===== config.mk =====
export PLATFORM = sky130hd
export DESIGN_NAME = lktc_finish
export DESIGN_NICKNAME = d
export VERILOG_FILES = /design/src/hw/rtl/lktc_pkg.sv /design/src/hw/rtl/lktc_finish.sv
export SDC_FILE = /design/constraint.sdc
export NUM_CORES = 1
export LEC_CHECK = 0
export ABC_CLOCK_PERIOD_IN_PS = 1800
export BUFFER_PORTS_ARGS = -buffer_cell sky130_fd_sc_hd__buf_4
export CAP_MARGIN = 20
export CORE_MARGIN = 1.5
export CORE_UTILIZATION = 38
export CTS_CLUSTER_SIZE = 30
export DETAILED_ROUTE_END_ITERATION = 16
export SYNTH_ARGS = -nofsm -noshare
export SYNTH_HDL_FRONTEND = slang
export SYNTH_SLANG_ARGS = --single-unit

===== constraint.sdc =====
create_clock -name clk -period 1.8 [get_ports clk]
set_input_delay 0.54 -clock clk [delete_from_list [all_inputs] [get_ports clk]]
set_output_delay 0.54 -clock clk [all_outputs]
set_load 0.1 [all_outputs]

===== src/hw/rtl/lktc_pkg.sv =====
`default_nettype none

package lktc_pkg;

	// Width of the time fields on the ports.
	localparam int FIELD_W = 32;

	// Default arithmetic width of the time path.
	localparam int TIME_WIDTH_DEF = 32;

	// Loop modes; codes four to seven are invalid.
	typedef enum logic [2:0] {
		MODE_CLAMP    = 3'd0,
		MODE_INFINITE = 3'd1,
		MODE_REPEAT   = 3'd2,
		MODE_PINGPONG = 3'd3
	} mode_t;

	// Result status codes.
	localparam logic [1:0] ST_CONTINUE = 2'd0;
	localparam logic [1:0] ST_ENDED    = 2'd1;
	localparam logic [1:0] ST_INVALID  = 2'd2;

	// One request item.
	typedef struct packed {
		logic [2:0]         mode;
		logic [FIELD_W-1:0] elapsed_time;
		logic [FIELD_W-1:0] loop_length;
	} req_t;

	// One result item.
	typedef struct packed {
		logic [FIELD_W-1:0] key_time;
		logic [1:0]         status;
	} rsp_t;

	// Per-item control that rides along the divider stages.
	typedef struct packed {
		logic [2:0] mode;
		logic       gt;   // time is greater than the length
		logic       lz;   // length is zero
	} ctrl_t;

endpackage

`default_nettype wire


===== src/hw/rtl/lktc_finish.sv =====
`default_nettype none

module lktc_finish #(
	parameter int W = lktc_pkg::TIME_WIDTH_DEF
) (
	input  wire logic            clk,
	input  wire logic            arst_n,
	input  wire logic            adv,
	input  wire logic            valid_in,
	input  wire lktc_pkg::ctrl_t ctrl_in,
	input  wire logic [W-1:0]    t_in,
	input  wire logic [W-1:0]    len_in,
	input  wire logic [W-1:0]    rem_in,
	input  wire logic            q_odd,
	output logic                 rsp_valid_q,
	output lktc_pkg::rsp_t       rsp_q
);

	logic [W-1:0] key;
	logic [1:0]   status;

	// Pick the key time and status by loop mode.
	always_comb begin
		key    = '0;
		status = lktc_pkg::ST_CONTINUE;
		case (ctrl_in.mode)
			lktc_pkg::MODE_CLAMP: begin
				if (ctrl_in.gt) begin
					key    = len_in;
					status = lktc_pkg::ST_ENDED;
				end else begin
					key = t_in;
				end
			end
			lktc_pkg::MODE_INFINITE: begin
				key = t_in;
			end
			lktc_pkg::MODE_REPEAT: begin
				if (ctrl_in.lz) begin
					key = '0;
				end else if (ctrl_in.gt) begin
					key = rem_in;
				end else begin
					key = t_in;
				end
			end
			lktc_pkg::MODE_PINGPONG: begin
				if (!ctrl_in.gt) begin
					key = t_in;
				end else if (ctrl_in.lz) begin
					key = '0;
				end else if (q_odd) begin
					key = len_in - rem_in;
				end else begin
					key = rem_in;
				end
			end
			default: begin
				key    = '0;
				status = lktc_pkg::ST_INVALID;
			end
		endcase
	end

	// Output register.
	always_ff @(posedge clk or negedge arst_n) begin
		if (!arst_n) begin
			rsp_valid_q <= 1'b0;
		end else if (adv) begin
			rsp_valid_q <= valid_in;
		end
	end

	always_ff @(posedge clk) begin
		if (adv) begin
			rsp_q.key_time <= lktc_pkg::FIELD_W'(key);
			rsp_q.status   <= status;
		end
	end

endmodule

`default_nettype wire


[After elaboration in Yosys (flattened, before gate mapping)]
Cells that the tools add are included.
Storage, ports and cells
  bits in registers: 35
  output and inout bits: 35
  word-level logic and storage cells: 18
Operators by class
  $add $sub $neg: 1
  equality and inequality tests: 3
  mux-type cells: 9
  reductions and logical operators: 2
Operators by type and width (count)
  32-bit 2-to-1 mux: 6
  32-bit case mux with 4 select lines: 1
  32-bit subtractor: 1
  3-bit by 2-bit equality test with 1-bit output (second input constant): 2
  2-bit case mux with 2 select lines: 1
  3-bit by 1-bit equality test with 1-bit output (second input constant): 1
  3-bit logical NOT: 1
  3-bit OR reduction: 1
  1-bit 2-to-1 mux: 1

[Longest topological paths before layout]
  word-level depth: 5
  gate-level depth with buffers: 12
  gate-level depth less buffers: 11

[Least setup slack after synthesis]
Ideal clock, no wire load.
  kind: input to register
  from: input rem_in[8]
  to: register rsp_q[32] (netlist bit) (data pin)
  setup time: 0.279 ns
  data arrival time: 2.714 ns
  required time: 1.521 ns
  slack: -1.194 ns
  cell stages on the path: 11
  path buffers: 0
  path through: inv_1 > ha_1 > and2_1 > and3_2 > and4_1 > a221o_2 > a31oi_1 > o21ai_1 > o21ai_1 > mux2i_1 > o2111ai_1
Between the ends
  cells in the longest elaborated chain, start to end: 5
Ends and longest elaborated chain
  from (decl): RTL line lktc_finish.sv:13  | input wire logic [W-1:0] rem_in,
  32-bit subtractor: RTL line lktc_finish.sv:53  | key = len_in - rem_in;
  32-bit 2-to-1 mux: RTL line lktc_finish.sv:52  | end else if (q_odd) begin
  32-bit 2-to-1 mux: RTL line lktc_finish.sv:50  | end else if (ctrl_in.lz) begin
  32-bit 2-to-1 mux: RTL line lktc_finish.sv:48  | if (!ctrl_in.gt) begin
  32-bit case mux with 4 select lines: RTL line lktc_finish.sv:26  | case (ctrl_in.mode)
  named net key[30]: RTL line lktc_finish.sv:19  | logic [W-1:0] key;
  to (decl): RTL line lktc_finish.sv:16  | output lktc_pkg::rsp_t rsp_q
The timed path passes the listed nets, and every way through them passes these cells.
A chain may end at the register's enable or synchronous reset.

[Final worst setup path]
  from: input len_in[15]
  to: register rsp_q[33] (netlist bit) (data pin)
Between the ends
  cells in the longest elaborated chain, start to end: 5
Ends and longest elaborated chain
  from (decl): RTL line lktc_finish.sv:12  | input wire logic [W-1:0] len_in,
  32-bit subtractor: RTL line lktc_finish.sv:53
  32-bit 2-to-1 mux: RTL line lktc_finish.sv:52
  32-bit 2-to-1 mux: RTL line lktc_finish.sv:50
  32-bit 2-to-1 mux: RTL line lktc_finish.sv:48
  32-bit case mux with 4 select lines: RTL line lktc_finish.sv:26
  named net key[31]: RTL line lktc_finish.sv:19
The timed path passes the listed nets, and every way through them passes these cells.

==> impl_metrics.toml <==
[status]
status = "finished with violations"
violations = "negative setup slack"

[cells_and_area]
fin_util_pct = 72.4
area_growth_syn_to_layout_pct = 83.9
fillCellCount = 761
final_cell_mix = "buf_4, edfxtp_1, inv_1"
antenna_cells = 0
final_common_cell = "buf_4"
final_nets = 848
final_cell_area_um2 = 6750
drive_gt1_share_pct = 53.7
instances_no_fill = 840

[place]
dpl_cell_area_um2 = 6190
dp_hpwl_um = 11200
post-place-cells = 818
gp_congestion = 0.903
port-buffer-count = 140

[timing]
max_freq_ghz = 0.381
fin_crit_sh_pct = 146
rsz0062_at_grt = "true"
setup_slack_ns = -0.825
layout_min_cycle_time_ns = 2.63
worst_slew_pin_slew_ns = 0.511
relSlewSlack_pct = 65.1
drv_slew = 0
clock_skew_ns = 0
whs_ns = 0.0133
hold_viol = 0
report.final.setup_viol = 28

[critical_path]
critical_path_buf_inv_count = 1
worstSetupPathType = "in -> reg"
crit_path_start_kind = "input port"
slowest_stage = "or3_4"
r2r_start = "rsp_valid_q$_DFFE_PN0P_"
path_max_fanout = 3
worstPathRequired_ns = 1.83
cp_cell_sequence = "buf_6, ha_4, nand4_1, or3_4, or3_1, o22a_1, a21oi_2, xnor2_1, mux2i_1, o21ai_1"
r2r_slack_ns = 1.06
worstReg2RegEnd = "rsp_valid_q$_DFFE_PN0P_"
cp.arrival_ns = 2.65
crit_family = "simple AND/OR/NAND/NOR gates"
critPathCaptureType = "flop"
critPathMaxStageDelay_ns = 0.44
r2r_cells = 1

[run]
max-cap-violations = 0

[synthesis]
synthSimpleGateAreaFrac_pct = 12.6
synth.area.mux_share_pct = 3.58
seq_area_frac_synth_pct = 28.5
synth.distinct_cells = 55
synthXorXnorAreaFrac_pct = 5.96
syn_area_per_cell_um2 = 8.50
syn_inst = 432
synth_area_um2 = 3670
ys.flop_type = "edfxtp_1"
synth_edf_count = 34
ys_ff_latch = 35
syn_nets = 570
yosys.area_share.adder_pct = 11.1
synth_compound_gate_area_share_pct = 31.4
ys_warn_count = 0
synth_top_family_by_area = "compound AO/OA/AOI/OAI gates"
synth-async-reset-ratio_pct = 2.86

[drt]
firstDrtPassIters = 8
routedWlPerCell_um = 17.3
viasPerCell = 5.46
ant_nets = 0
drt-total-wl_um = 14500
dr_total_vias = 4584
initialDrtViolationCount = 266
drcViolationCount = 0

[power_and_ir_drop]
power_frac_comb_pct = 58.6
power.total_w = 0.00407
pwr-share-seq_pct = 24.8
p_int_w = 0.00237
p_switching_w = 0.00170
peakVddDrop_mv = 0.428
power.leakage_nw = 3.12
swShare_pct = 41.8
power.density_nw_per_um2 = 602
clkPwrFrac_pct = 16.6

[clock_tree]
cts-root-buf = "clkbuf_8"
cts_tree = "done"
insertion_delay_ns = 0.28
cts_made_buffers = 5
htreeDepth = 2
clock_tree.buffer_depth = 2
clock-sinks = 35
clkTransAtPathRegs_ns = 0.07

[grt]
grt_overflow_total = 0
antenna_found_initial = 0
grt_use_total_pct = 27.4
grt_pass1_vias = 4604
grt_pass1_wl_um = 22000
grt_start_max_net_pins = 26

[floorplan]
start_util_pct = 39.4
die_w_um = 101
die-area_um2 = 10300
dieHeight_um = 101
coreArea_um2 = 9330
boundaryPins = 141
num_rows = 35

[worst_hold_path]
min_path_type = "in -> async"
==> metrics by stage <==
| stage | setup WS, ns | setup TNS, ns |
|---|---|---|
| finish | -0.825 | -16.23 |
| floorplan | -0.915 | -15.18 |
| global placement | -1.10 | -26.13 |
| detailed placement | -1.17 | -27.17 |
| global route | -0.866 | -18.39 |
| CTS | -0.825 | -15.96 |
==> synthesized netlist by cell type, types with 8 or more instances <==
library cell  count  share of area, %
xor2_1           12               2.9
a21oi_1          34               4.6
ha_1             31                11
mux2i_1          12               3.3
nand2_1          24               2.5
inv_1            44               4.5
edfxtp_1         34                28
nand3_1          13               1.8
xnor2_1          13               3.1
nor3_1            8               1.1
a222oi_1         30               8.2
o21ai_0          42               5.7
nor2_1           21               2.1
a21o_1           12               2.5
clkbuf_1         20               2.0
==> cells by family after synthesis <==
logic type               after synthesis
adder cells (fa/ha/maj)               32
multiplexers                          13
buffers and inverters                 67
flip-flops                            35
AND/OR/NAND/NOR                       94
XOR/XNOR                              25
AO/OA/AOI/OAI                        166
==> power by group through the flow <==
stage / Sequential (W) / Combinational, W / Clock, W
after floorplan: 0.00157 / 0.000760 / 0
after global placement: 0.00102 / 0.00213 / 0
after detailed placement: 0.00103 / 0.00216 / 0
after CTS: 0.00101 / 0.00227 / 0.000694
after global routing: 0.00102 / 0.00253 / 0.000721
final: 0.00101 / 0.00238 / 0.000675
==> registers in the layout (all words and copies together) (netlist names) <==
name,count
rsp_q,34
rsp_valid_q,1
==> layer usage <==
layer	global-route usage [%]	wire (µm)
met1	35.7	6190
met2	47.5	6930
met3	4.00	1140
met4	7.48	242
met5	0	0
==> timing repair <==
action	CTS	global route
endpoints found under the setup margin	29	30
gates cloned	0	1
endpoints found under the hold margin	0	0
pin swaps	30	30
hold buffers	0	0
gates resized for setup	46	46
buffers inserted	8	6
==> layout make-up <==
class	instances	area [µm²]	share of cell area, %
tap	129	161	2.39
timing repair buffer	293	2380	35.2
sequential	35	1050	15.5
multi-input combinational	331	2870	42.4
inverter	44	203	3.00
clock buffer	8	100	1.48
==> worst max path at each step <==
stage / end / cells after the start / slack [ns] / from
floorplan: rsp_q[30]$_DFFE_PP_ / 11 / -0.91 / len_in[0]
detailed placement: rsp_q[33]$_DFFE_PP_ / 12 / -1.17 / len_in[14]
global placement: rsp_q[30]$_DFFE_PP_ / 12 / -1.10 / len_in[0]
CTS: rsp_q[30]$_DFFE_PP_ / 12 / -0.83 / len_in[0]
global route: rsp_q[28]$_DFFE_PP_ / 12 / -0.87 / len_in[7]
finish: rsp_q[33]$_DFFE_PP_ / 10 / -0.83 / len_in[15]
No activity file was read; power rests on OpenSTA's default activity.
