## src/hw/rtl/lktc_pkg.sv

```systemverilog
`default_nettype none

package lktc_pkg;

	// Width of the time fields on the ports.
	localparam int FIELD_W = 32;

	// Default arithmetic width of the time path.
	localparam int TIME_WIDTH_DEF = 32;

	// Loop modes; codes four to seven are invalid.
	typedef enum logic [2:0] {
		MODE_CLAMP    = 3'd0,
		MODE_INFINITE = 3'd1,
		MODE_REPEAT   = 3'd2,
		MODE_PINGPONG = 3'd3
	} mode_t;

	// Result status codes.
	localparam logic [1:0] ST_CONTINUE = 2'd0;
	localparam logic [1:0] ST_ENDED    = 2'd1;
	localparam logic [1:0] ST_INVALID  = 2'd2;

	// One request item.
	typedef struct packed {
		logic [2:0]         mode;
		logic [FIELD_W-1:0] elapsed_time;
		logic [FIELD_W-1:0] loop_length;
	} req_t;

	// One result item.
	typedef struct packed {
		logic [FIELD_W-1:0] key_time;
		logic [1:0]         status;
	} rsp_t;

	// Per-item control that rides along the divider stages.
	typedef struct packed {
		logic [2:0] mode;
		logic       gt;   // time is greater than the length
		logic       lz;   // length is zero
	} ctrl_t;

endpackage

`default_nettype wire

```

## src/hw/rtl/lktc_prep.sv

```systemverilog
`default_nettype none

module lktc_prep #(
	parameter int W = lktc_pkg::TIME_WIDTH_DEF
) (
	input  wire logic          clk,
	input  wire logic          arst_n,
	input  wire logic          adv,
	input  wire logic          valid_in,
	input  wire lktc_pkg::req_t req,
	output logic               valid_s1,
	output lktc_pkg::ctrl_t    ctrl_s1,
	output logic [W-1:0]       t_s1,
	output logic [W-1:0]       len_s1
);

	logic [W-1:0] t_m;
	logic [W-1:0] len_m;

	// Trim both times to the arithmetic width.
	assign t_m   = req.elapsed_time[W-1:0];
	assign len_m = req.loop_length[W-1:0];

	// Valid bit of the first stage.
	always_ff @(posedge clk or negedge arst_n) begin
		if (!arst_n) begin
			valid_s1 <= 1'b0;
		end else if (adv) begin
			valid_s1 <= valid_in;
		end
	end

	// Compare time against length once, up front.
	always_ff @(posedge clk) begin
		if (adv) begin
			ctrl_s1.mode <= req.mode;
			ctrl_s1.gt   <= (t_m > len_m);
			ctrl_s1.lz   <= (len_m == '0);
			t_s1         <= t_m;
			len_s1       <= len_m;
		end
	end

endmodule

`default_nettype wire

```

## config.mk

```make
export PLATFORM = sky130hd
export DESIGN_NAME = lktc_prep
export DESIGN_NICKNAME = d
export VERILOG_FILES = /design/src/hw/rtl/lktc_pkg.sv /design/src/hw/rtl/lktc_prep.sv
export SDC_FILE = /design/constraint.sdc
export NUM_CORES = 1
export LEC_CHECK = 0
export BUFFER_PORTS_ARGS = -buffer_cell sky130_fd_sc_hd__buf_4
export CELL_PAD_IN_SITES_DETAIL_PLACEMENT = 0
export CELL_PAD_IN_SITES_GLOBAL_PLACEMENT = 1
export CORE_MARGIN = 1.5
export CORE_UTILIZATION = 39
export CTS_BUF_LIST = sky130_fd_sc_hd__clkbuf_4 sky130_fd_sc_hd__clkbuf_8 sky130_fd_sc_hd__clkbuf_16
export DETAILED_ROUTE_END_ITERATION = 7
export PLACE_DENSITY = 0.85
export SLEW_MARGIN = 20
export SYNTH_ARGS = -nofsm -noshare
export SYNTH_HDL_FRONTEND = slang
export SYNTH_SLANG_ARGS = --single-unit
```

## constraint.sdc

```tcl
create_clock -name clk -period 2.1 [get_ports clk]
set_input_delay 0 -clock clk [delete_from_list [all_inputs] [get_ports clk]]
set_output_delay 0 -clock clk [all_outputs]
set_load 0.01 [all_outputs]
```

# After elaboration in Yosys (flattened, before gate mapping)
# Index checks and enable logic that the tools add are counted.
# totals
mem_count	0
ff_bits	70
romBits	0
out_inout_bits	70
in_bits	71
ramBits	0
latchBits	0
# classes
eq_ne	0
n_mux	0
div	0
order_cmp	1
bitwise	0
n_reduce_logical	1
n_shift	0
multipliers	0
n_addsub	0
# op_table
cell	n
32-bit greater-than comparator	1
32-bit logical NOT	1

# Depth between registers and ports, before layout
# Gate-level depths: netlist of run 1.
# depth
ltp_word	1
depth_mapped	7
depth_no_buf	7

# Worst setup path before layout of run 1
# Ideal clock, no wire load.
# synth_path
path_type	input-to-reg
start	input port req[17] (netlist bit)
end	register ctrl_s1[1] (netlist bit), data pin
stages	7
path_slack_ns	0.545
n_path_buf	0
arrival_time_ns	1.291
cell_sequence	inv_1 -> ha_1 -> a21oi_1 -> o21ai_1 -> a221o_1 -> a2111oi_2 -> a21oi_1
# synth_between
elab_chain_len	1
# synth_rtl
item	line_no	text
start: declaration	lktc_prep.sv:10	input wire lktc_pkg::req_t req,
32-bit greater-than comparator	lktc_prep.sv:37	ctrl_s1.gt <= (t_m > len_m);
end: declaration	lktc_prep.sv:12	output lktc_pkg::ctrl_t ctrl_s1,
# No other way between the ends.
# A chain may end at the register's enable or synchronous reset.

# Worst setup path after layout of run 1
# Same ends and word-level chain as after synthesis.

==> results of run 1 <==
-- logic make-up (layout without fill, tap and decap cells) --
logic type	Yosys count	after routing
multiplexers	1	1
AO/OA/AOI/OAI	24	24
AND/OR/NAND/NOR	35	35
buffers and inverters	32	258
adder cells (fa/ha/maj)	32	32
flip-flops	70	70
-- timing repair --
item,CTS,global route
setup endpoints to repair,0,1
gates resized for setup,0,2
endpoints found under the hold margin,69,0
setup buffers,0,0
hold buffers,70,0
-- per-stage QoR --
step | hold slack, ns | worst slack [ns] | instance area [µm²]
6_report | 0.149 | 0.137 | 5080
5_1_grt | 0.161 | -0.0132 | 5080
4_1_cts | 0.145 | 0.105 | 5060
3_5_place_dp | -0.224 | 0.312 | 4180
3_3_place_gp | -0.225 | 0.340 | 4180
2_1_floorplan | -0.296 | 0.545 | 2980
-- report_power, final --
part | total (µW) | internal, µW | switching, µW | leakage, µW
Clock | 1030 | 547 | 486 | 0.0000930
Combinational | 635 | 362 | 272 | 0.00149
Sequential | 1690 | 1660 | 31.5 | 0.000687
-- routing by layer --
| metal | up-vias | wire length, µm | part of all wire (%) | GRT usage [%] |
|---|---|---|---|---|
| met5 | - | 0 | 0 | 0 |
| met4 | 0 | 215 | 2.7 | 8.60 |
| met3 | 16 | 424 | 5.4 | 5.64 |
| met2 | 91 | 4130 | 53 | 34.9 |
| met1 | 1151 | 3070 | 39 | 22.6 |
| li1 | 1180 | - | - | - |
-- cell type report --
cell class                 instances  area, µm²
fill                             513       2250
sequential                        70       2100
timing repair buffer             211       1770
multi-input combinational         92        782
clock buffer                      10        131
tap                               99        124
inverter                          32        120
clock inverter                     5       51.3
-- cell usage in the layout, fill, tap and decap left out, drive strengths merged, types with 3 or more instances in the layout --
master         n
nand2          6
nand4          7
nor2           4
clkinv         3
clkbuf        10
nor4           9
nand3          5
ha            32
buf          141
edfxtp        69
a21oi         13
inv           32
dlygate4sd3   70
-- how the worst min path moves through the flow --
stage               slack, ns  cells after the start         end  startpoint
floorplan               -0.30                      0    valid_s1      arst_n
global placement        -0.22                      1    valid_s1      arst_n
detailed placement      -0.22                      1    valid_s1      arst_n
CTS                      0.15                      1  ctrl_s1[2]         adv
global route             0.16                      1  ctrl_s1[2]         adv
finish                   0.15                      1  ctrl_s1[2]         adv
-- registers in the layout, indices dropped and copies added (netlist names) --
register	cells
valid_s1	1
len_s1	32
t_s1	32
ctrl_s1	5
==> summary.txt, run 1 <==
Status
  – Outcome: complete, no violations

Power
  – PD cells: 661 nW/µm²
  – Pwr Total: 3360 µW
  – Lkg Pwr: 0.00227 µW
  – VDD IR-drop max: 0.374 mV

Worst setup path
  – Setup CP Type: input pin to flip-flop
  – Critical R2R Capture: valid_s1
  – WP buf/inv: 3
  – Worst path arrival time: 2.05 ns
  – Crit path to: ctrl_s1[1]
  – Kind of end point of the critical path: flip-flop
  – Setup crit start: req[17]
  – Most common cell on crit path: a21oi_1
  – Worst-path fanout max: 3
  – Crit-path cells: dlygate4sd3_1 -> buf_4 -> inv_1 -> ha_1 -> a21oi_1 -> o21ai_1 -> a221o_1 -> a2111oi_4 -> a21oi_1
  – Stages on worst setup path: 9
  – Worst Reg2Reg Path Length in Cells: 1
  – Reg2reg setup slack: 1.35 ns
  – CP Data Required Time: 2.19 ns
  – CP max stage delay: 0.54 ns
  – Critical R2R Launch: valid_s1
  – Crit path max-delay cell type: dlygate4sd3_1
  – CP Launch Type: input pin
  – Top cell family by delay on the critical path: compound AO/OA/AOI/OAI gates

Placement
  – I/O Buffers: 140
  – Routability Congestion: 0.703
  – DP Wirelength: 5330 µm
  – Placed Cells incl. Taps: 434

CTS
  – Clk slew on worst S/H paths: 0.07 ns
  – Clk sinks: 70
  – Root Driver: clkbuf_8
  – CTS tree: yes
  – Clock latency on the worst-skew pair: 0.33 ns
  – CTS Buf Count: 9
  – CTS H-tree lvls: 3
  – Worst-case clock buffer depth: 2

STA
  – Normalized max-slew margin: 66.9%
  – Fmax: 0.509 GHz
  – Slew Limit Fails: 0
  – Setup TNS: 0 ns
  – Worst-margin pin slew: 0.497 ns
  – Final setup violation count: 0
  – Post-route minimum period: 1.96 ns
  – Final hold viol count: 0
  – Worst Clk Skew: 0 ns
  – Post-route clock period utilization: 93.5%

Synthesis
  – Synth unique cells: 22
  – Sequential area share after synthesis: 70.4%
  – Mux cell area share after synthesis: 0.378%
  – Number of enable flip-flop cells after synthesis: 69
  – Syn. warnings: 0
  – Mapped Nets: 297
  – Post-synth ARST share: 1.43%
  – Top cell type's share of synthesized area: 69.5%
  – Yosys reg bits: 70
  – Top-count cell post-synth: edfxtp_1
  – Post-synthesis compound-gate area fraction: 5.21%
  – Post-Syn Area: 2980 µm²
  – Simple-Gate Fraction of Synth Area: 6.59%
  – Synth Area per Inst: 15.4 µm²
  – Post-Syn Instances: 194
  – Synth Area in XOR/XNOR: 0%
  – Largest family of logic cells by synthesized area: adder cells
  – Commonest cells in the synthesized netlist: 69 x edfxtp_1, 32 x ha_1, 32 x inv_1, 13 x a21oi_1, 9 x nor4_1
  – Main synth FF type: edfxtp_1
  – Post-synth top area cell: edfxtp_1
  – Adder-cell share of the synthesized area: 13.4%
  – Ranking of synthesized cells by area: edfxtp_1 70%, ha_1 13%, inv_1 4.0%, a21oi_1 2.2%, nor4_1 1.9%

Floorplan
  – Die ar.: 8180 µm²
  – Die H: 90.4 µm
  – Chip width: 90.4 µm
  – Starting Density: 40.7%
  – Core Area: 7330 µm²
  – Total I/O pin count: 141
  – Row count: 31

Finish
  – Layout cells sized above 1: 37.6%
  – Synth-to-layout area growth: 70.4%
  – Non-Filler Instances: 519
  – Fin util: 69.3%
  – Diode count: 0
  – Net count, final: 519

Drt
  – Final ANT Viol Nets: 0
  – Via Count: 2438
  – Drt drc: 0
  – Via-to-Cell Ratio: 4.70
  – Drt pass-1 iters: 4
  – Post-Route WL: 7840 µm
  – 1st-iter DRT viols: 71
  – Routed length per instance: 15.1 µm

Global routing
  – Number of global-route vias before repair: 2519
  – Largest net degree at the start of global routing: 40
  – Initial antenna violation count: 0
  – Remaining Overflow, GRT: 0
  – Global-route wire length before repair: 12300 µm
  – Total global-route track usage: 19.9%

Run
  – Max-Cap Viols: 0

Min path
  – Worst min path class: input pin to flip-flop
(Power assumes the default switching activity.)
==> inputs of run 2 (changes only) <==
- CORE_MARGIN: 1.5 -> 5
- PLACE_DENSITY: 0.85 -> not set
- PLACE_DENSITY_LB_ADDON: not set -> 0.1
==> run 2 against run 1 <==
  * Count of clock-buffer cells in the layout shrank 1
  * Critical path depth shrank 1
  * Largest power group unchanged
  * Flip-flop and latch count did not move
  * Combinational power is essentially flat
  * Cell area fell by 0.69%
  * Wire length rose by 1.8%
  * Via count shrank 4.3%
  * Fmax fell by 1.3%
  * Worst setup slack lost 0.027 ns
  * Global-route usage is 2.9 points lower
  * Total power fell by 3.8%
  * Clock skew is the same
==> summary.txt, run 2 (synthesis gave the netlist of run 1 again) <==
Drt
  – 1st-iter DRT viols: 49 (-31%)
  – Final ANT Viol Nets: 0 (unchanged)
  – Drt pass-1 iters: 4 (unchanged)
  – Post-Route WL: 7990 µm (+1.8%)
  – Routed length per instance: 15.3 µm (+1.5%)
  – Via-to-Cell Ratio: 4.48 (-4.6%)
  – Via Count: 2334 (-4.3%)
  – Drt drc: 0 (unchanged)

Global routing
  – Largest net degree at the start of global routing: 42 (+5.0%)
  – Global-route wire length before repair: 12800 µm (+3.7%)
  – Number of global-route vias before repair: 2553 (+1.3%)
  – Initial antenna violation count: 0 (unchanged)
  – Remaining Overflow, GRT: 0 (unchanged)
  – Total global-route track usage: 17.1% (-2.9 points)

Finish
  – Layout cells sized above 1: 37.9% (+0.30 points)
  – Net count, final: 520 (+0.19%)
  – Commonest non-fill, non-tap cell in the layout: buf_4
  – Non-Filler Instances: 521 (+0.39%)
  – Most frequent cells in the layout: 142 x buf_4, 70 x dlygate4sd3_1, 69 x edfxtp_1
  – Regs by FF count: len_s1 x32, t_s1 x32, ctrl_s1 x5
  – Diode count: 0 (unchanged)
  – Fillers: 520 (+1.4%)
  – Synth-to-layout area growth: 69.2%
  – Final Instance Area: 5040 µm² (-0.69%)

Placement
  – I/O Buffers: 140 (unchanged)
  – DP Wirelength: 5630 µm (+5.7%)
  – Routability Congestion: 0.698 (-0.67%)
  – Placed Cells incl. Taps: 435 (+0.23%)
  – Dpl cell area: 4170 µm² (-0.12%)

Floorplan
  – Core Area: 7330 µm² (unchanged)
  – Die H: 97.4 µm (+7.7%)
  – Row count: 31 (unchanged)
  – Chip width: 97.4 µm (+7.7%)
  – Die ar.: 9490 µm² (+16%)
  – Starting Density: 40.7% (unchanged)
  – Total I/O pin count: 141 (unchanged)

Worst setup path
  – Worst path arrival time: 2.06 ns (about the same)
  – Crit path max-delay cell type: dlygate4sd3_1
  – Setup CP Type: input pin to flip-flop
  – Crit-path cells: dlygate4sd3_1 -> buf_4 -> ha_1 -> a21oi_1 -> o21ai_1 -> a221o_1 -> a2111oi_2 -> a21oi_1
  – CP Data Required Time: 2.17 ns (-0.02 ns)
  – Kind of end point of the critical path: flip-flop
  – Worst-path fanout max: 2 (-1)
  – CP Launch Type: input pin
  – Most common cell on crit path: a21oi_1
  – CP max stage delay: 0.55 ns (about the same)

Power
  – VDD IR-drop max: 0.327 mV (-13%)
  – Switching share of power: 24.6% (+1.1 points)
  – Clk pwr share: 28.2% (-2.6 points)
  – Logic pwr share: 19.6% (+0.7 points)
  – Lkg Pwr: 0.00226 µW (-0.75%)
  – Pwr Total: 3230 µW (-3.8%)
  – PD cells: 640 nW/µm² (-3.2%)
  – Reg power frac: 52.2% (+1.9 points)
  – Psw: 795 µW (+0.57%)
  – P_int: 2430 µW (-5.2%)

STA
  – Worst-margin pin slew: 0.521 ns (+0.0239 ns)
  – Slew Limit Fails: 0 (unchanged)
  – RSZ-0062 raised after global routing: false
  – Worst Clk Skew: 0 ns (unchanged)
  – Post-route minimum period: 1.99 ns (+0.0266 ns)
  – Setup TNS: 0 ns (unchanged)
  – Final setup violation count: 0 (unchanged)
  – Final hold viol count: 0 (unchanged)
  – Normalized max-slew margin: 65.3% (-1.6 points)
  – Post-route clock period utilization: 94.8% (+1.3 points)
  – Fmax: 0.503 GHz (-1.3%)

CTS
  – CTS H-tree lvls: 3 (unchanged)
  – CTS Buf Count: 9 (unchanged)
  – Clk sinks: 70 (unchanged)
  – Clk slew on worst S/H paths: 0.07 ns (about the same)
  – CTS tree: yes
  – Root Driver: clkbuf_8
  – Worst-case clock buffer depth: 2 (unchanged)
  – Clock latency on the worst-skew pair: 0.33 ns (about the same)

Run
  – Max-Cap Viols: 0 (unchanged)

Status
  – Outcome: complete, no violations

Min path
  – Worst min path class: input pin to flip-flop
## run 2: changes by cell type in the layout (fill, tap and decap cells not counted), sizes merged
| cell | change |
|---|---|
| buf | +1 |
| bufinv | -1 |
| clkbuf | -1 |
| clkinv | +1 |
| clkinvlp | +2 |
## run 2: area by class of cell
type / instances / area, µm² / area share [%]
flip-flops and latches: 70 / 2100 / 41.6
repair buffers: 212 / 1770 / 35.0
multi-input cells: 92 / 769 / 15.3
clock buffers: 9 / 124 / 2.46
well taps: 99 / 124 / 2.46
inverters: 32 / 120 / 2.38
clock inverters: 7 / 41.3 / 0.819
## run 2: what timing repair did
action / 4_1_cts / 5_1_grt
buffers inserted: 0 / 0
hold buffers: 70 / 0
gates resized for setup: 0 / 1
endpoints found under the hold margin: 69 / 0
endpoints found under the setup margin: 0 / 1
## run 2: final timing paths
path / startpoint / endpoint / slack, ns / depth (start not counted)
max: req[49] / ctrl_s1[1] / 0.11 / 8
min: adv / t_s1[21] / 0.17 / 1
max reg2reg: valid_s1 / valid_s1 / 1.35 / 1
min reg2reg: valid_s1 / valid_s1 / 0.53 / 1
max in group asynchronous: arst_n / valid_s1 / 1.51 / 3
min in group asynchronous: arst_n / valid_s1 / 0.50 / 3
## run 2: power by group through the flow
stage / logic (µW) / clock network (µW) / registers, µW
detailed placement: 526 / 0 / 1720
global route: 692 / 1010 / 1700
CTS: 634 / 950 / 1690
finish: 632 / 910 / 1690
floorplan: 109 / 0 / 1780
global placement: 521 / 0 / 1710
## run 2: worst max-delay path: cells and delay by family
family | cells | cell delay, ns
fa+ha+maj | 1 | 0.28
compound gates | 5 | 1.09
buf+inv | 2 | 0.69
## run 2: routing by layer
metal  GRT usage (%)  part of all wire (%)
met5               0                     0
met4            6.18                  0.88
met3            6.17                   8.3
met2            28.4                    49
met1            20.3                    42
## run 2: stage by stage
step	utilization (%)	setup slack, ns	hold slack [ns]
after global routing	68.8	0.0112	0.170
final	68.8	0.110	0.172
after floorplan	-	0.545	-0.296
after global placement	56.9	0.348	-0.224
after CTS	68.7	0.118	0.148
after detailed placement	56.9	0.305	-0.224
