`src/hw/rtl/lktc_pkg.sv`:
```
`default_nettype none

package lktc_pkg;

	// Width of the time fields on the ports.
	localparam int FIELD_W = 32;

	// Default arithmetic width of the time path.
	localparam int TIME_WIDTH_DEF = 32;

	// Loop modes; codes four to seven are invalid.
	typedef enum logic [2:0] {
		MODE_CLAMP    = 3'd0,
		MODE_INFINITE = 3'd1,
		MODE_REPEAT   = 3'd2,
		MODE_PINGPONG = 3'd3
	} mode_t;

	// Result status codes.
	localparam logic [1:0] ST_CONTINUE = 2'd0;
	localparam logic [1:0] ST_ENDED    = 2'd1;
	localparam logic [1:0] ST_INVALID  = 2'd2;

	// One request item.
	typedef struct packed {
		logic [2:0]         mode;
		logic [FIELD_W-1:0] elapsed_time;
		logic [FIELD_W-1:0] loop_length;
	} req_t;

	// One result item.
	typedef struct packed {
		logic [FIELD_W-1:0] key_time;
		logic [1:0]         status;
	} rsp_t;

	// Per-item control that rides along the divider stages.
	typedef struct packed {
		logic [2:0] mode;
		logic       gt;   // time is greater than the length
		logic       lz;   // length is zero
	} ctrl_t;

endpackage

`default_nettype wire

```
`src/hw/rtl/lktc_div_step.sv`:
```
`default_nettype none

module lktc_div_step #(
	parameter int W       = lktc_pkg::TIME_WIDTH_DEF,
	parameter int BIT_IDX = 0
) (
	input  wire logic            clk,
	input  wire logic            arst_n,
	input  wire logic            adv,
	input  wire logic            valid_in,
	input  wire lktc_pkg::ctrl_t ctrl_in,
	input  wire logic [W-1:0]    t_in,
	input  wire logic [W-1:0]    len_in,
	input  wire logic [W-1:0]    rem_in,
	output logic                 valid_s,
	output lktc_pkg::ctrl_t      ctrl_s,
	output logic [W-1:0]         t_s,
	output logic [W-1:0]         len_s,
	output logic [W-1:0]         rem_s,
	output logic                 qbit_s
);

	logic [W:0] trial;
	logic [W:0] diff;
	logic       ge;

	// One restoring step: bring down the next dividend bit, subtract if it fits.
	assign trial = {rem_in, t_in[BIT_IDX]};
	assign diff  = trial - {1'b0, len_in};
	assign ge    = (trial >= {1'b0, len_in});

	always_ff @(posedge clk or negedge arst_n) begin
		if (!arst_n) begin
			valid_s <= 1'b0;
		end else if (adv) begin
			valid_s <= valid_in;
		end
	end

	// The new remainder is below the length, so it fits in W bits.
	always_ff @(posedge clk) begin
		if (adv) begin
			ctrl_s <= ctrl_in;
			t_s    <= t_in;
			len_s  <= len_in;
			rem_s  <= ge ? diff[W-1:0] : trial[W-1:0];
			qbit_s <= ge;
		end
	end

endmodule

`default_nettype wire

```
`config.mk`:
```
export PLATFORM = sky130hd
export DESIGN_NAME = lktc_div_step
export DESIGN_NICKNAME = d
export VERILOG_FILES = /design/src/hw/rtl/lktc_pkg.sv /design/src/hw/rtl/lktc_div_step.sv
export SDC_FILE = /design/constraint.sdc
export NUM_CORES = 1
export LEC_CHECK = 0
export BUFFER_PORTS_ARGS = -buffer_cell sky130_fd_sc_hd__buf_2
export CAP_MARGIN = 10
export CORE_MARGIN = 4
export CORE_UTILIZATION = 23
export CTS_CLUSTER_SIZE = 24
export DETAILED_ROUTE_END_ITERATION = 16
export GPL_TIMING_DRIVEN = 0
export PLACE_DENSITY_LB_ADDON = 0.3
export SYNTH_ARGS = -nofsm -noshare
export SYNTH_HDL_FRONTEND = slang
export SYNTH_SLANG_ARGS = --single-unit
```
`constraint.sdc`:
```
create_clock -name clk -period 1.15 [get_ports clk]
set_input_delay 0.115 -clock clk [delete_from_list [all_inputs] [get_ports clk]]
set_output_delay 0.115 -clock clk [all_outputs]
set_load 0.02 [all_outputs]
```
* Word-level counts from Yosys, hierarchy flattened
Cells that the tools add are included.
** Operators by class
- Bitwise gates (word level) :: 0
- Mux-type cells :: 1
- Divide/modulo/power cells :: 0
- Reduce and logical (&&, ||, !) cells :: 0
- $mul :: 0
- Shifts and indexed selects :: 0
- $add $sub $neg :: 1
- Magnitude comparators :: 1
- Equal/unequal tests :: 0
** Operator list (count)
- >= comparator 33 x 32 -> 1 bit :: 1
- two-way mux 32 bit :: 1
- subtractor 32 bit :: 1
** Storage, ports and cells
- Bits in latches :: 0
- Memories :: 0
- Input port bits :: 105
- Word-level logic and storage cells :: 11
- Output and inout bits :: 103
- ROM bits :: 0
- Bits in writable memories :: 0
- Bits in registers :: 103

* Longest topological paths before layout
Gate-level depths: netlist of run 1.
- Depth in word-level cells :: 2
- Depth in mapped cells :: 13
- Gate-level depth less buffers :: 12

* Worst setup path after synthesis of run 1
OpenSTA, ideal clock, no wires.
- Path type :: input to register
- Start :: input len_in[7]
- End :: register rem_s[13], data pin
- Data arrival time :: 2.629 ns
- Stages on the path :: 12
- Path slack :: -1.741 ns
- Data required time :: 0.888 ns
- Buffers on the path :: 2
- Library setup time :: 0.262 ns
- Cell sequence :: inv_1 -> ha_1 -> buf_2 -> nand4_1 -> or4_1 -> a21oi_1 -> nor3_1 -> a211oi_2 -> o21ai_2 -> o31ai_4 -> buf_4 -> mux2_1
** Between the ends
- Longest elaborated chain between the ends :: 2
- Elaborated cells on any way between the ends :: 3
- Those cells by class :: add/sub: 1; order compare: 1; mux: 1
** RTL lines
- start, declared :: line lktc_div_step.sv:13 : input wire logic [W-1:0] len_in,
- subtractor 32 bit or >= comparator 33 x 32 -> 1 bit (tied branches) :: line lktc_div_step.sv:29, lktc_div_step.sv:30
- two-way mux 32 bit * :: line lktc_div_step.sv:46 : rem_s <= ge ? diff[W-1:0] : trial[W-1:0];
- end signal, assigned :: line lktc_div_step.sv:46
- end, declared :: line lktc_div_step.sv:19 : output logic [W-1:0] rem_s,
Mark *: on every way between the ends. The rest lies on a longest branch, timed or not.
A chain may end at the register's enable or synchronous reset.

* Final worst setup path of run 1
- Start :: input t_in[0]
- End :: register rem_s[30], data pin
** Between the ends
- Longest elaborated chain between the ends :: 2
- Elaborated cells on any way between the ends :: 3
- Those cells by class :: add/sub: 1; order compare: 1; mux: 1
** RTL lines
- start, declared :: line lktc_div_step.sv:12 : input wire logic [W-1:0] t_in,
- subtractor 32 bit or >= comparator 33 x 32 -> 1 bit (tied branches) :: line lktc_div_step.sv:29, lktc_div_step.sv:30
- two-way mux 32 bit * :: line lktc_div_step.sv:46
Marks and branches as above.

==> out/metrics.yaml, run 1 <==
floorplan:
  start_util: 0.234
  core-area_um2: 22600
  die-height_um: 160
  pin_count: 208
  die_area_um2: 25600
  dieWidth_um: 160
  rows: 55
worst_setup_path:
  critPathKind: "in -> reg"
  cp.arrival_ns: 2.68
  cp.required_ns: 1.27
  cp-end-kind: "flip-flop"
  startpoint_type: "input pin"
  worstPathMaxFanout: 4
logic_synthesis:
  synth_area_um2: 5310
  synth_flop_cell: "edfxtp_1"
  ys_types: 49
  avgSynthCellArea_um2: 11.8
  ys_seq_area_frac: 0.582
  yosys_warnings: 0
  syn_inst: 449
  synth_commonest_cells: "edfxtp_1, a21oi_1, inv_1"
  synth_area_leaders: "edfxtp_1, ha_1, a21oi_1"
  synthesis.nets: 587
  async_reset_ff_frac: 0.00971
  synth_edf_count: 102
  ys_ff_latch: 103
  synth_top_area_frac: 0.577
  synth.largest_area_cell: "edfxtp_1"
  yosys.cell_count.top_type: "edfxtp_1"
final_layout:
  fin_util: 0.374
  layout.nets: 901
  drive_gt1_frac: 0.418
  fillers: 2239
  area_delta_synth_final_pct: 59.6
  n_antenna_cell: 0
place:
  place.gp.congestion: 0.797
  dpl_worst_slack_ns: -2.38
  port-buffer-count: 207
  dp_hpwl_um: 12000
global_routing:
  grt.total_usage: 0.125
  grt_pass1_wl_um: 25000
  grt_pass1_vias: 4574
  antenna_found_initial: 3
  grt_max_degree: 67
  overflow: 0
sta:
  fmax_mhz: 390
  period_minus_slack_ns: 2.56
  clock_skew_ns: 0
  rsz0062_at_grt: "true"
  finalCritPeriodShare: 2.23
  postLayoutSetupSlackWorst_ns: -1.41
  finalSetupViolations: 33
  fin_tns_setup_ns: -44.05
  hold_violations: 0
  drv_slew: 0
  slew_headroom: 0.607
  worst_pin_slew_ns: 0.589
cts:
  cts_max_level: 3
  clock_path_buffers: 2
  clockRootBuffer: "clkbuf_16"
  numCtsBuffers: 9
  cts_tree: "yes"
  worstSkewPairLatency_ns: 0.35
  clk_pin_slew_ns: 0.09
  cts.sink_count: 103
power:
  power.density_nw_per_um2: 1310
  irDropWorstVdd_v: 0.000599
  p_leak_nw: 3.64
detailed_routing:
  drtIter0Drc: 181
  vias_per_cell: 4.39
  drc_errors: 0
  dr.pass1.iters: 4
  ant_nets: 0
  drt-wirelength-per-cell_um: 16.0
  via_count: 4625
  wl_um: 16900
outcome:
  violations: "negative setup slack"
  status: "finished with violations"
flow_run:
  drv_cap: 0
hold_path:
  hp-class: "in -> async"
==> layout by cell type, fill, tap and decap left out, types with 8 or more instances in the layout <==
master / synthesis / routed
nand3_1: 8 / 8
inv_2: 0 / 8
clkbuf_16: 0 / 9
mux2_4: 0 / 10
buf_4: 3 / 30
a21o_1: 12 / 12
buf_2: 8 / 191
ha_4: 0 / 12
nand4_1: 8 / 8
inv_1: 38 / 26
ha_1: 32 / 20
dlygate4sd3_1: 0 / 71
nor2_1: 35 / 35
xor2_1: 12 / 12
buf_6: 0 / 18
o21ai_0: 16 / 14
nand2_1: 26 / 25
edfxtp_1: 102 / 102
xnor2_1: 15 / 15
a21oi_1: 56 / 53
==> flip-flops by register name, summed over array words and instances, names as in the netlist <==
register	count
ctrl_s	5
rem_s	32
valid_s	1
t_s	32
qbit_s	1
len_s	32
==> cell families after synthesis <==
family,after synthesis,synth area share
AO/OA/AOI/OAI,119,0.138
multiplexers,12,0.0252
adder cells (fa/ha/maj),33,0.0792
AND/OR/NAND/NOR,99,0.0877
XOR/XNOR,27,0.0445
flip-flops,103,0.582
buffers and inverters,56,0.0438
==> final timing paths <==
kind                                 start         to  slack [ns]  cells past startpoint
worst min-delay path                arst_n    valid_s        0.07                      2
min in group clk                rem_in[29]  rem_s[30]        0.08                      2
worst max-delay path               t_in[0]  rem_s[30]       -1.41                     13
max in group asynchronous           arst_n    valid_s        0.98                      2
worst max register to register     valid_s    valid_s        0.40                      1
worst min register to register     valid_s    valid_s        0.52                      1
==> report_power, final <==
part	total, mW	internal, mW	switching (mW)
Clock	3.11	1.52	1.59
Sequential	4.68	4.60	0.0785
Combinational	3.27	1.47	1.81
Total	11.1	7.59	3.48
==> through the flow <==
stage	power [mW]	hold slack, ns	instances	instance area, um^2
6_report	11.1	0.0740	1053	8470
3_3_place_gp	7.48	-0.0960	941	6870
5_1_grt	11.7	0.0698	1053	8470
3_5_place_dp	7.50	-0.0887	942	6890
4_1_cts	11.0	0.0612	1041	8160
2_1_floorplan	6.51	-0.181	449	5470
==> layer usage <==
metal	track usage	vias up	wire length (um)
met5	0	-	28
met4	0.0387	6	342
met3	0.0403	23	1210
met2	0.204	149	7880
met1	0.158	2163	7380
li1	-	2284	-
==> layout make-up <==
type,count,area (um^2),area share
Sequential cell,103,3090,0.364
Multi-Input combinational cell,290,2340,0.276
Timing Repair Buffer,310,2130,0.252
Tap cell,285,357,0.0421
Clock buffer,9,225,0.0266
Inverter,38,158,0.0186
Buffer,11,109,0.0128
Clock inverter,7,66.3,0.00783
==> timing repair <==
action                                 in CTS  in global routing
setup endpoints to repair                  52                 34
cloned                                      1                  0
setup buffers                              13                 17
pin swaps                                  13                 21
resized for setup                          45                 53
hold buffers                               71                  0
endpoints found under the hold margin      71                  0
==> critical path, cell delays in order <==
cell and delay (ns):
buf_2 0.10, inv_1 0.04, ha_1 0.22, fa_2 0.36
nand2b_4 0.17, a21oi_4 0.17, o21ai_2 0.12, o311a_4 0.39
a31oi_4 0.24, a21oi_4 0.11, o41ai_4 0.25, xor2_1 0.11
mux2_4 0.27
Note: power is estimated with default switching activity, not from simulation.
==> inputs of run 2 (changes only) <==
--- a/config.mk
+++ b/config.mk
@@ -7,6 +7,7 @@
 export LEC_CHECK = 0
 export BUFFER_PORTS_ARGS = -buffer_cell sky130_fd_sc_hd__buf_2
 export CAP_MARGIN = 10
+export CORE_ASPECT_RATIO = 0.9
 export CORE_MARGIN = 4
 export CORE_UTILIZATION = 23
 export CTS_CLUSTER_SIZE = 24
==> run 2 against run 1 <==
  * The run still ends with negative setup slack left
  * Sequential share of layout area decreased by 0.69 points
  * Clock-buffer cell count unchanged
  * Sequential cell count unchanged
  * Critical endpoint is now rem_s[13]
==> out/metrics.yaml, run 2 (synthesis results as in run 1) <==
place:
  port-buffer-count: 207  # unchanged
  dp.cells: 954  # +1.3%
  dp_hpwl_um: 12100  # +0.64%
  dpl_worst_slack_ns: -2.38  # -0.000970 ns
  place.gp.congestion: 0.820  # +2.8%
detailed_routing:
  ant_nets: 0  # unchanged
  vias_per_cell: 4.33  # -1.4%
  dr.pass1.iters: 4  # unchanged
  wl_um: 17100  # +1.7%
  via_count: 4664  # +0.84%
  drc_errors: 0  # unchanged
  drt-wirelength-per-cell_um: 15.9  # -0.59%
  drtIter0Drc: 320  # +77%
worst_setup_path:
  startpoint_type: "input pin"
  critPathKind: "in -> reg"
  worstPathMaxFanout: 5  # +1
  rr_endpoint: "valid_s"
  cp.arrival_ns: 2.66  # -0.02 ns
  cp.required_ns: 1.26  # about the same
  worstReg2RegStart: "valid_s"
  r2r_cells: 1  # unchanged
  crit_start: "len_in[17]"
  cp-end-kind: "flip-flop"
  regToRegSetupSlack_ns: 0.42  # +0.02 ns
floorplan:
  core-area_um2: 22600  # -0.28%
  dieWidth_um: 168  # +5.1%
  rows: 52  # -5.5%
  die_area_um2: 25600  # about the same
  start_util: 0.235  # +0.000663
  die-height_um: 152  # -4.9%
  pin_count: 208  # unchanged
cts:
  clk_pin_slew_ns: 0.08  # about the same
  cts_max_level: 3  # unchanged
  cts_tree: "yes"
  clockRootBuffer: "clkbuf_16"
  worstSkewPairLatency_ns: 0.35  # about the same
  numCtsBuffers: 9  # unchanged
  cts.sink_count: 103  # unchanged
  clock_path_buffers: 2  # unchanged
final_layout:
  fillers: 2233  # -0.27%
  final_common_cell: "buf_2"
  layout.nets: 911  # +1.1%
  multi_input_area_um2: 2370  # +1.3%
  area_delta_synth_final_pct: 62.7
  top_regs: "len_s (32), rem_s (32), t_s (32)"
  final_cell_mix: "buf_2, edfxtp_1, dlygate4sd3_1"
  finalNonFillerCells: 1077  # +2.3%
  fin_util: 0.383  # +0.00832
  drive_gt1_frac: 0.431  # +0.0126
  regArea_um2: 3090  # unchanged
sta:
  rsz0062_at_grt: "true"
  clock_skew_ns: 0  # unchanged
  fin_hold_ws_ns: 0.0439  # -0.0301 ns
  finalCritPeriodShare: 2.22  # -0.00963
  postLayoutSetupSlackWorst_ns: -1.40  # +0.0111 ns
  worst_pin_slew_ns: 0.515  # -0.0742 ns
  hold_violations: 0  # unchanged
  drv_slew: 0  # unchanged
  period_minus_slack_ns: 2.55  # -0.0111 ns
  fmax_mhz: 392  # +0.43%
  finalSetupViolations: 33  # unchanged
  slew_headroom: 0.655  # +0.0479
flow_run:
  drv_cap: 0  # unchanged
global_routing:
  grt_pass1_wl_um: 25500  # +2.0%
  grt.total_usage: 0.128  # +0.00305
  gr-usage-met1: 0.162  # +0.00413
  overflow: 0  # unchanged
  met3_usage: 0.0425  # +0.00228
  grt_max_degree: 73  # +9.0%
  grt_pass1_vias: 4682  # +2.4%
  antenna_found_initial: 6  # +3
  grt_util_met2: 0.209  # +0.00540
  busiest_layer: "met2"
outcome:
  status: "finished with violations"
  violations: "negative setup slack"
power:
  irDropWorstVdd_v: 0.000736  # +23%
  p_leak_nw: 3.71  # +2.0%
  power.density_nw_per_um2: 1300  # -0.86%
hold_path:
  min_from: "len_in[18]"
  hp-class: "in -> reg"
  whs_path_depth: 2
  min_to: "len_s[18]"
==> run 2: cell types whose count changed in the layout (fill, tap and decap cells not counted), moves of 2 or more <==
| cell | previous run | this run |
|---|---|---|
| o21ai_2 | 2 | 0 |
| a31oi_1 | 2 | 4 |
| a21oi_1 | 53 | 47 |
| a31oi_2 | 2 | 0 |
| inv_2 | 8 | 6 |
| buf_8 | 6 | 8 |
| buf_4 | 30 | 35 |
| diode_2 | 0 | 2 |
| a21oi_2 | 0 | 6 |
| buf_2 | 191 | 195 |
| ha_1 | 20 | 18 |
| clkbuf_8 | 2 | 0 |
==> run 2: area by class of cell <==
| cell class | instances | area share |
|---|---|---|
| antenna | 2 | 0.000580 |
| buffer | 11 | 0.0125 |
| clock buffer | 9 | 0.0261 |
| clock inverter | 7 | 0.00768 |
| inverter | 38 | 0.0185 |
| multi-input combinational | 290 | 0.274 |
| sequential | 103 | 0.358 |
| tap | 297 | 0.0430 |
| timing repair buffer | 320 | 0.260 |
==> run 2: report_power, final <==
part / switching, mW / internal, mW / leakage (nW)
Clock: 1.58 / 1.53 / 0.143
Sequential: 0.0821 / 4.60 / 1.01
Combinational: 1.85 / 1.55 / 2.56
==> run 2: per-layer routing <==
layer	up-vias	share of wire	wire length (um)
met5	-	0.0032	55
met4	8	0.017	287
met3	24	0.074	1270
met2	141	0.46	7930
met1	2181	0.44	7590
li1	2310	-	-
==> run 2: worst max path at each step <==
stage | end | slack [ns] | cells past startpoint
after floorplan | rem_s[13] | -1.62 | 12
after global placement | rem_s[19] | -2.36 | 14
after detailed placement | rem_s[15] | -2.38 | 14
after CTS | rem_s[7] | -1.52 | 14
after global routing | rem_s[8] | -1.49 | 14
final | rem_s[13] | -1.40 | 13
==> run 2: what timing repair did <==
action / in CTS / in global routing
buffers inserted: 19 / 22
hold buffers: 70 / 0
setup endpoints to repair: 33 / 34
hold endpoints to repair: 70 / 0
pin swaps: 14 / 26
gates resized for setup: 48 / 59
cloned: 1 / 1
==> run 2: critical path: stages <==
cell and delay (ns):
buf_8 0.08, inv_4 0.03, ha_4 0.26, nand4_1 0.15, or4_4 0.56, a21oi_4 0.15
nor3_4 0.08, a211oi_4 0.30, o21ai_4 0.10, o31ai_4 0.23, buf_6 0.16, buf_12 0.13
mux2_4 0.29
==> run 2: per-stage QoR <==
step | instance area [um^2] | total power, mW | setup TNS, ns
finish | 8640 | 11.2 | -43.87
floorplan | 5470 | 6.51 | -50.50
CTS | 8250 | 11.1 | -48.41
global placement | 6880 | 7.49 | -202.21
detailed placement | 6910 | 7.50 | -90.00
global route | 8640 | 11.8 | -47.23
==> inputs of run 3 (changes only) <==
--- a/config.mk
+++ b/config.mk
@@ -13,6 +13,7 @@
 export CTS_CLUSTER_SIZE = 24
 export DETAILED_ROUTE_END_ITERATION = 16
 export GPL_TIMING_DRIVEN = 0
+export HOLD_SLACK_MARGIN = 0.05
 export PLACE_DENSITY_LB_ADDON = 0.3
 export SYNTH_ARGS = -nofsm -noshare
 export SYNTH_HDL_FRONTEND = slang
==> run 3 against run 2 <==
  * The flow still finishes with violations (negative setup slack)
  * Non-clock buffer count grew 2
  * Worst hold slack improved by 0.022 ns
  * Register-to-register slack barely moved
  * Power about the same
  * Clock power barely moved
  * Cell area is 0.23% higher
  * Critical path type unchanged
  * Largest cell class unchanged
==> out/metrics.yaml, run 3 (synthesis results as in run 1) <==
place:
  dp_hpwl_um: 12100  # unchanged
  port-buffer-count: 207  # unchanged
  dpl_worst_slack_ns: -2.38  # unchanged
  place.gp.congestion: 0.820  # unchanged
  placed_area_um2: 6910  # unchanged
detailed_routing:
  vias_per_cell: 4.33  # about the same
  via_count: 4676  # +0.26%
  drc_errors: 0  # unchanged
  drtIter0Drc: 286  # -11%
  drt-wirelength-per-cell_um: 15.9  # -0.13%
  dr.pass1.iters: 4  # unchanged
  wl_um: 17100  # about the same
  ant_nets: 0  # unchanged
global_routing:
  overflow: 0  # unchanged
  grt_max_degree: 73  # unchanged
  grt_pass1_vias: 4691  # +0.19%
  grt.total_usage: 0.128  # +0.000164
  antenna_found_initial: 6  # unchanged
  grt_pass1_wl_um: 25600  # +0.16%
cts:
  clockRootBuffer: "clkbuf_16"
  cts_max_level: 3  # unchanged
  cts.sink_count: 103  # unchanged
  numCtsBuffers: 9  # unchanged
  clock_path_buffers: 2  # unchanged
  cts_tree: "yes"
  clk_pin_slew_ns: 0.07  # about the same
  worstSkewPairLatency_ns: 0.35  # about the same
flow_run:
  drv_cap: 0  # unchanged
sta:
  drv_slew: 0  # unchanged
  postLayoutSetupSlackWorst_ns: -1.40  # +0.00337 ns
  worst_pin_slew_ns: 0.516  # +0.00151 ns
  slew_headroom: 0.654  # -0.00101
  fmax_mhz: 392  # +0.13%
  period_minus_slack_ns: 2.55  # -0.00337 ns
  rsz0062_at_grt: "true"
  finalSetupViolations: 33  # unchanged
  hold_violations: 0  # unchanged
  clock_skew_ns: 0  # unchanged
  fin_hold_ws_ns: 0.0662  # +0.0223 ns
  finalCritPeriodShare: 2.22  # -0.00293
power:
  irDropWorstVdd_v: 0.000734  # -0.26%
  power.density_nw_per_um2: 1290  # -0.21%
  total_power_mw: 11.2  # about the same
  p_leak_nw: 3.72  # +0.22%
final_layout:
  top_regs: "len_s (32), rem_s (32), t_s (32)"
  stdcell_area_um2: 8660  # +0.23%
  area_delta_synth_final_pct: 63.0
  fin_util: 0.383  # +0.000887
  final_cell_mix: "buf_2, edfxtp_1, dlygate4sd3_1"
  layout.nets: 913  # +0.22%
  final_common_cell: "buf_2"
  drive_gt1_frac: 0.429  # -0.00110
floorplan:
  pin_count: 208  # unchanged
  dieWidth_um: 168  # unchanged
  die-height_um: 152  # unchanged
  die_area_um2: 25600  # unchanged
  core-area_um2: 22600  # unchanged
  start_util: 0.235  # unchanged
  rows: 52  # unchanged
worst_setup_path:
  rr_endpoint: "valid_s"
  regToRegSetupSlack_ns: 0.42  # about the same
  worstPathMaxFanout: 5  # unchanged
  cp.arrival_ns: 2.66  # about the same
  cp-end-kind: "flip-flop"
  cp.required_ns: 1.26  # about the same
  r2r_cells: 1  # unchanged
  worstReg2RegStart: "valid_s"
  critPathKind: "in -> reg"
  startpoint_type: "input pin"
hold_path:
  hp-class: "in -> async"
outcome:
  status: "finished with violations"
  violations: "negative setup slack"
[run 3: cell count changes in the layout (fill, tap and decap cells not counted), sizes merged]
cell | previous run | this run
dlygate4sd3 | 70 | 72
[run 3: what timing repair did]
action / 4_1_cts / 5_1_grt
pin swaps: 14 / 26
buffers inserted: 19 / 22
hold buffers: 72 / 0
gates resized for setup: 48 / 59
endpoints found under the setup margin: 33 / 34
hold endpoints to repair: 72 / 0
cloned: 1 / 1
[run 3: layout make-up]
class / count / area (um^2)
timing repair buffer: 322 / 2260
buffer: 11 / 108
inverter: 38 / 160
clock inverter: 7 / 66.3
antenna: 2 / 5.00
clock buffer: 9 / 225
multi-input combinational: 290 / 2370
fill: 2231 / 13900
tap: 297 / 372
sequential: 103 / 3090
[run 3: worst max-delay path by stage]
stage	start	endpoint	slack, ns	cells after the start
detailed placement	len_in[7]	rem_s[15]	-2.38	14
global placement	len_in[18]	rem_s[19]	-2.36	14
global route	len_in[12]	rem_s[8]	-1.49	14
finish	len_in[17]	rem_s[13]	-1.40	13
floorplan	len_in[7]	rem_s[13]	-1.62	12
CTS	len_in[16]	rem_s[7]	-1.52	14
[run 3: per-stage QoR]
stage	std cells	setup TNS, ns
after floorplan	449	-50.50
after global placement	953	-202.21
after detailed placement	954	-90.00
after CTS	1059	-48.40
after global routing	1079	-47.23
final	1079	-43.71
[run 3: per-layer routing]
metal / vias to the layer above / global-route usage / part of all wire / wire (um)
met4: 8 / 0.0359 / 0.017 / 288
li1: 2317 / - / - / -
met5: - / 0 / 0.0027 / 47
met3: 24 / 0.0425 / 0.073 / 1250
met1: 2195 / 0.162 / 0.44 / 7590
met2: 132 / 0.210 / 0.47 / 7970
[run 3: power by group]
part	switching, mW	total (mW)	internal, mW	leakage [nW]
registers	0.0820	4.68	4.60	1.01
clock network	1.58	3.10	1.53	0.143
logic	1.85	3.40	1.55	2.57
[run 3: critical path, stage by stage]
cell and delay [ns]:
buf_8 0.08, inv_4 0.03, ha_4 0.26, nand4_1 0.15
or4_4 0.56, a21oi_4 0.15, nor3_4 0.08, a211oi_4 0.30
o21ai_4 0.10, o31ai_4 0.23, buf_6 0.16, buf_12 0.13
mux2_4 0.29
